===== src/hdl/tcps_pkg.sv =====
// shared types, widths and constants for the textured column pixel shader
package tcps_pkg;

  // default sizes
  localparam int DEF_SCREEN_HEIGHT = 1024;
  localparam int DEF_SCREEN_WIDTH  = 2048;
  localparam int DEF_TEX_MAX_DIM   = 64;
  localparam int DEF_NUM_TEXTURES  = 4;

  // field widths
  localparam int SEL_W  = 2;
  localparam int ADDR_W = 12;
  localparam int WORD_W = 32;
  localparam int X_W    = 11;
  localparam int Y_W    = 10;
  localparam int SPAN_W = 11;
  localparam int LH_W   = 20;
  localparam int COL_W  = 8;
  localparam int DIM_W  = 7;

  // texel row arithmetic: row = ((y*256 - H*128 + lh*128) * tex_h / lh) / 256
  localparam int RND_SH  = 8;
  localparam int HALF_SH = 7;
  localparam int D_W     = LH_W + HALF_SH + 1;
  localparam int N_W     = D_W + DIM_W;
  localparam int Q_W     = DIM_W;
  localparam int IDX_W   = 2 * DIM_W + 1;

  localparam logic [WORD_W-1:0] OPAQUE_BLACK = 32'h0000_00FF;

  // stream and register port widths
  localparam int IN_TDATA_W  = 120;
  localparam int IN_TUSER_W  = 3;
  localparam int OUT_TDATA_W = 56;
  localparam int OUT_TUSER_W = 2;
  localparam int CFG_ADDR_W  = 4;
  localparam int CFG_DATA_W  = 32;

  typedef enum logic {
    REQ_LOAD  = 1'b0,
    REQ_PIXEL = 1'b1
  } req_t;

  typedef enum logic [1:0] {
    REG_CEIL  = 2'd0,
    REG_WALL  = 2'd1,
    REG_FLOOR = 2'd2
  } region_t;

  typedef enum logic [1:0] {
    CFG_CEIL  = 2'd0,
    CFG_FLOOR = 2'd1,
    CFG_TEX_W = 2'd2,
    CFG_TEX_H = 2'd3
  } cfg_idx_t;

  // per-stage control and payload of one transaction
  typedef struct packed {
    req_t                req;
    logic [SEL_W-1:0]    sel;
    logic [ADDR_W-1:0]   addr;
    logic [WORD_W-1:0]   val;
    logic [X_W-1:0]      x;
    logic [Y_W-1:0]      y;
    region_t             region;
    logic                res;
    logic [COL_W-1:0]    col;
    logic [LH_W-1:0]     lh;
    logic                neg;
    logic                tex_ok;
  } stg_t;

endpackage


===== src/hdl/tcps_div.sv =====
// pipelined restoring divider giving floor(num / (den*256)), one quotient bit per stage
module tcps_div (
  input  logic                     clk,
  input  logic                     en,
  input  logic [tcps_pkg::N_W-1:0]  num_i,
  input  logic [tcps_pkg::LH_W-1:0] den_i,
  output logic [tcps_pkg::Q_W-1:0]  quo_o,
  output logic                     ovf_o
);
  import tcps_pkg::*;

  localparam int OVF_SH = RND_SH + Q_W;

  logic [N_W-1:0]  rem_r  [Q_W];
  logic [LH_W-1:0] den_r  [Q_W];
  logic [Q_W-1:0]  quo_r  [Q_W+1];
  logic [Q_W:0]    ovf_r;

  logic [N_W-1:0]  trial  [Q_W];
  logic [N_W-1:0]  diff   [Q_W];
  logic [Q_W-1:0]  take;
  logic [Q_W-1:0]  bit_m  [Q_W];
  logic            ovf_c;

  // quotient must fit in Q_W bits, otherwise the row is out of any texture
  assign ovf_c = num_i >= (N_W'(den_i) << OVF_SH);

  always_comb begin
    for (int k = 0; k < Q_W; k++) begin
      trial[k] = N_W'(den_r[k]) << (RND_SH + Q_W - 1 - k);
      take[k]  = rem_r[k] >= trial[k];
      diff[k]  = rem_r[k] - trial[k];
      bit_m[k] = Q_W'(1) << (Q_W - 1 - k);
    end
  end

  always_ff @(posedge clk) begin
    if (en) begin
      rem_r[0] <= num_i;
      den_r[0] <= den_i;
      quo_r[0] <= '0;
      ovf_r    <= {ovf_r[Q_W-1:0], ovf_c};
      for (int k = 0; k < Q_W; k++) begin
        quo_r[k+1] <= take[k] ? (quo_r[k] | bit_m[k]) : quo_r[k];
      end
      for (int k = 1; k < Q_W; k++) begin
        rem_r[k] <= take[k-1] ? diff[k-1] : rem_r[k-1];
        den_r[k] <= den_r[k-1];
      end
    end
  end

  assign quo_o = quo_r[Q_W];
  assign ovf_o = ovf_r[Q_W];

endmodule


===== config.mk =====
export PLATFORM = sky130hd
export DESIGN_NAME = tcps_div
export DESIGN_NICKNAME = d
export VERILOG_FILES = /design/src/hdl/tcps_pkg.sv /design/src/hdl/tcps_div.sv
export SDC_FILE = /design/constraint.sdc
export NUM_CORES = 1
export LEC_CHECK = 0
export ABC_AREA = 1
export BUFFER_PORTS_ARGS = -buffer_cell sky130_fd_sc_hd__buf_4
export CAP_MARGIN = 0
export CORE_UTILIZATION = 55
export CTS_BUF_LIST = sky130_fd_sc_hd__clkbuf_4
export CTS_CLUSTER_DIAMETER = 120
export DETAILED_ROUTE_END_ITERATION = 6
export PLACE_DENSITY = 0.72
export SLEW_MARGIN = 20
export SYNTH_ARGS = -nofsm -noshare
export SYNTH_HDL_FRONTEND = slang
export SYNTH_SLANG_ARGS = --single-unit
export TNS_END_PERCENT = 10

===== constraint.sdc =====
create_clock -name clk -period 2.3 [get_ports clk]
set_input_delay 0.46 -clock clk [delete_from_list [all_inputs] [get_ports clk]]
set_output_delay 0.46 -clock clk [all_outputs]
set_load 0.02 [all_outputs]

* Yosys cells after proc, flatten, opt, wreduce, memory -nomap -nowiden
Memory sizes are Yosys's and may differ from the RTL's.
Index checks and enable logic that the tools add are counted.
** Cells by class
- Add/sub/neg operators :: 6
- Order comparisons :: 8
- Multiplexer cells :: 15
** Operators by type and width (count)
- 35-bit two-way mux :: 6
- 35-bit by 28-bit greater-or-equal comparator with 1-bit output :: 1
- 35-bit by 29-bit greater-or-equal comparator with 1-bit output :: 1
- 35-bit by 30-bit greater-or-equal comparator with 1-bit output :: 1
- 35-bit by 31-bit greater-or-equal comparator with 1-bit output :: 1
- 35-bit by 32-bit greater-or-equal comparator with 1-bit output :: 1
- 35-bit by 33-bit greater-or-equal comparator with 1-bit output :: 1
- 35-bit by 34-bit greater-or-equal comparator with 1-bit output :: 1
- 35-bit greater-or-equal comparator :: 1
- 35-bit by 29-bit subtractor with 35-bit output :: 1
- 35-bit by 30-bit subtractor with 35-bit output :: 1
- 35-bit by 31-bit subtractor with 35-bit output :: 1
- 35-bit by 32-bit subtractor with 35-bit output :: 1
- 35-bit by 33-bit subtractor with 35-bit output :: 1
- 35-bit by 34-bit subtractor with 35-bit output :: 1
- 7-bit two-way mux :: 1
- 6-bit two-way mux :: 1
- 5-bit two-way mux :: 1
- 4-bit two-way mux :: 1
- 1-bit two-way mux :: 3
- 3-bit two-way mux :: 1
- 2-bit two-way mux :: 1
** Word-level totals
- Flip-flop bits (word level) :: 8
- RAM bits :: 441
- Input bits :: 57
- Output and inout bits :: 8
- Word-level logic and storage cells :: 33
- Memories kept :: 3
** Memory list
- rem_r :: depth 7, width 35, rd ports 7, clocked after Yosys merged registers in 0, write ports 7, RTL line tcps_div.sv:14 : logic [N_W-1:0] rem_r [Q_W];
- den_r :: depth 7, width 20, rd ports 7, clocked after Yosys merged registers in 0, write ports 7, RTL line tcps_div.sv:15 : logic [LH_W-1:0] den_r [Q_W];
- quo_r :: depth 8, width 7, rd ports 8, clocked after Yosys merged registers in 0, write ports 8, RTL line tcps_div.sv:16 : logic [Q_W-1:0] quo_r [Q_W+1];

* Logic depth before layout (Yosys ltp)
An unclocked memory read counts as a cell.
- Depth in word-level cells :: 3
- Mapped depth :: 16

* Least setup slack after synthesis
OpenSTA, ideal clock, no wires.
- Path kind :: reg2reg
- Start :: mem rem_r[3][11] (netlist bit)
- End :: mem rem_r[4][34] (netlist bit) (data pin)
- Library setup time :: 0.254 ns
- Arrival time :: 1.822 ns
- Required time :: 2.046 ns
- Setup slack :: 0.223 ns
- Cell stages (with the launch flop) :: 16
- Cells stage by stage :: edfxtp_1 > inv_1 > ha_1 > inv_1 > fa_1 > nand2_1 > nand3_1 > nand3_1 > nand2_2 > nand2_1 > nand2_1 > nand2_2 > nand2_4 > inv_4 > buf_6 > a21oi_2
** RTL lines (RTL line)
- from (decl) :: tcps_div.sv:14

==> results.sh <==
export IMPL_setup_ws_ns=-0.647
export IMPL_num_rows=78
export IMPL_io_buffers=64
export IMPL_critPathArrivalTime_ns=3.56
export IMPL_regArea_um2=12600
export IMPL_clockBufferDepth=3
export IMPL_overflow=0
export IMPL_r2r_end="rem_r[1][29]$_DFFE_PP_"
export IMPL_drive_gt1_frac=0.219
export IMPL_worstReg2RegStart="den_r[0][4]$_DFFE_PP_"
export IMPL_yosys_top_cells_area="edfxtp_1, nand2_1, inv_1"
export IMPL_place_inst=4040
export IMPL_ios=65
export IMPL_worst_slew_pin_slew_ns=0.565
export IMPL_layout_common_cells="nand2_1, inv_1, edfxtp_1"
export IMPL_antenna_found_initial=4
export IMPL_dp_hpwl_um=61600
export IMPL_worstHoldStart="den_i[5]"
export IMPL_fin_nets=3863
export IMPL_syn_avg_cell_area_um2=8.27
export IMPL_fillCellCount=3330
export IMPL_grt_max_degree=70
export IMPL_clkLatencyLatePin_ns=0.95
export IMPL_die_h_um=218
export IMPL_num_vias=23911
export IMPL_drt_iter0_drc=2079
export IMPL_coreArea_um2=45800
export IMPL_finClkSkew_ns=0.131
export IMPL_layout_commonest_cell="nand2_1"
export IMPL_detail_route_wl_per_cell_um=20.3
export IMPL_synth_edf_count=421
export IMPL_initial_core_util=0.561
export IMPL_worstPathCellList="inv_1 > ha_4 > nand2_1 > nand2_1 > inv_1 > nand3_4 > nand2_1 > nand2_1 > nand2_2 > nand2_8 > buf_12 > nand3_1 > nand2_1"
export IMPL_drtAntennaViolNets=0
export IMPL_finalCriticalPeriod_ns=2.95
export IMPL_yosys_warnings=0
export IMPL_cellPowerDensity_nw_per_um2=1000
export IMPL_grt_use_total=0.347
export IMPL_ys_types=42
export IMPL_max_freq_mhz=339
export IMPL_period_share=1.28
export IMPL_hold_viol_final=0
export IMPL_cts_htree_levels=3
export IMPL_routed_via_density=5.54
export IMPL_crit_path_end_kind="flop"
export IMPL_p_total_mw=32.7
export IMPL_synth_top_cell_by_area="edfxtp_1"
export IMPL_violations="setup timing"
export IMPL_synth_top_cell_area_share=0.492
export IMPL_dr_pass1_iters=7
export IMPL_r2r_setup_slack_ns=-0.65
export IMPL_crit_start="den_r[0][4]$_DFFE_PP_"
export IMPL_cts_tree="yes"
export IMPL_clock_sinks=421
export IMPL_syn_area_um2=25700
export IMPL_finalSetupViolations=56
export IMPL_die_w_um=218
export IMPL_critPathMaxFanout=10
export IMPL_grt_pass1_wl_um=124000
export IMPL_status="finished, violations left"
export IMPL_crit_type="flop to flop"
export IMPL_grt_pass1_vias=24051
export IMPL_yosysSeqAreaShare=0.492
export IMPL_clkTransAtPathRegs_ns=0.10
export IMPL_crit_required_ns=2.91
export IMPL_die_area_um2=47600
export IMPL_slowest_stage="edfxtp_1"
export IMPL_syn2layout_area_growth_pct=26.7
export IMPL_startpoint_type="flop"
export IMPL_rsz0062_at_grt="true"
export IMPL_cts_buffers=104
export IMPL_ys_flop_type="edfxtp_1"
export IMPL_wl_um=87600
export IMPL_clock_root_buffer="clkbuf_4"
export IMPL_gp_congestion=0.949
export IMPL_r2r_cells=13
export IMPL_multi_input_comb_area_um2=11800
export IMPL_peakVddDrop_mv=0.721
export IMPL_synth_fp_nets=3332
export IMPL_cap_violations=0
export IMPL_cp_common_cell="nand2_1"
export IMPL_worstSetupEndpoint="rem_r[1][29]$_DFFE_PP_"
export IMPL_synthCells=3109
export IMPL_route_detailed_drc=0
export IMPL_drv_slew=0
export IMPL_fin_cells=4313
export IMPL_critical_path_max_stage_delay_ns=0.54
export IMPL_yosys_register_bits=421
export IMPL_hold_path_class="input port to flop"
export IMPL_relSlewSlack=0.623
export IMPL_pre_cts_slack_ns=-0.319
export IMPL_async_flop_share=0
export IMPL_leakagePower_nw=15.7
## Yosys cell counts, types with 10 or more instances
| library cell | instances |
|---|---|
| a21oi_1 | 93 |
| a21oi_2 | 10 |
| and2_1 | 11 |
| buf_4 | 14 |
| buf_6 | 14 |
| edfxtp_1 | 421 |
| ha_1 | 160 |
| inv_1 | 570 |
| nand2_1 | 1121 |
| nand3_1 | 179 |
| nand3b_1 | 22 |
| nand4_1 | 67 |
| nor2_1 | 230 |
| nor3_1 | 20 |
| o21ai_0 | 28 |
| xor2_1 | 61 |
## worst min path at each step
| stage | endpoint | slack (ns) | depth (start not counted) |
|---|---|---|---|
| after floorplan | ovf_r[1]$_DFFE_PP_ | 0.40 | 0 |
| after global placement | quo_r[1][25]$_DFFE_PP_ | 0.40 | 0 |
| after detailed placement | ovf_r[3]$_DFFE_PP_ | 0.40 | 0 |
| after CTS | rem_r[0][17]$_DFFE_PP_ | 0.23 | 2 |
| after global routing | den_r[0][5]$_DFFE_PP_ | 0.22 | 2 |
| final | den_r[0][5]$_DFFE_PP_ | 0.22 | 2 |
## critical path: cells and delay by family, from the launching register on
kind	cells	cell delay (ns)
and+or+nand+nor	9	1.16
adders and majority gates	1	0.23
DFF	1	0.54
buffers and inverters	3	0.62
## state kept, by name (all words and copies together) (netlist names)
| register | flops |
|---|---|
| ovf_r | 8 |
| quo_r | 28 |
| den_r | 140 |
| rem_r | 245 |
## cells by family after synthesis
| logic type | share of synthesized area |
|---|---|
| and+or+nand+nor | 0.276 |
| buffers and inverters | 0.0955 |
| DFF | 0.492 |
| adders and majority gates | 0.0826 |
| AOI/OAI and AO/OA | 0.0311 |
| xor gates and xnor gates | 0.0232 |
## area by class of cell
class / instances / share of cell area
Inverter: 575 / 0.0672
Timing Repair Buffer: 459 / 0.120
Tap cell: 600 / 0.0231
Clock inverter: 35 / 0.00596
Multi-Input combinational cell: 2079 / 0.362
Antenna cell: 4 / 0.000308
Clock buffer: 140 / 0.0323
Sequential cell: 421 / 0.388
## routing by layer
metal | vias to the layer above | routed length, µm | track usage
li1 | 11077 | - | -
met1 | 10935 | 26600 | 0.311
met2 | 1357 | 45400 | 0.668
met3 | 540 | 6500 | 0.0536
met4 | 2 | 9120 | 0.300
met5 | - | 11 | 0
## report_power, final
part / switching (mW) / internal, mW / total, mW / leakage, nW
logic: 9.09 / 6.14 / 15.2 / 10.9
registers: 0.965 / 10.3 / 11.2 / 4.10
clock network: 3.24 / 2.94 / 6.18 / 0.732
## stage by stage
step	hold WS [ns]	setup TNS, ns	util	cell area, µm²
2_1_floorplan	0.400	0	-	25700
3_3_place_gp	0.400	-7.88	0.636	29100
3_5_place_dp	0.405	-11.39	0.636	29100
4_1_cts	0.227	-1.08	0.681	31200
5_1_grt	0.225	-19.05	0.711	32500
6_report	0.218	-15.02	0.711	32600
## repair_timing
action                                  in CTS  in global routing
resized for setup                           49                223
pin swaps                                    4                 44
hold endpoints to repair                    82                  0
hold buffers                                56                  0
endpoints found under the setup margin     106                143
buffers inserted                             2                 34
cloned                                       0                  2
No activity file was read; power rests on OpenSTA's default activity.
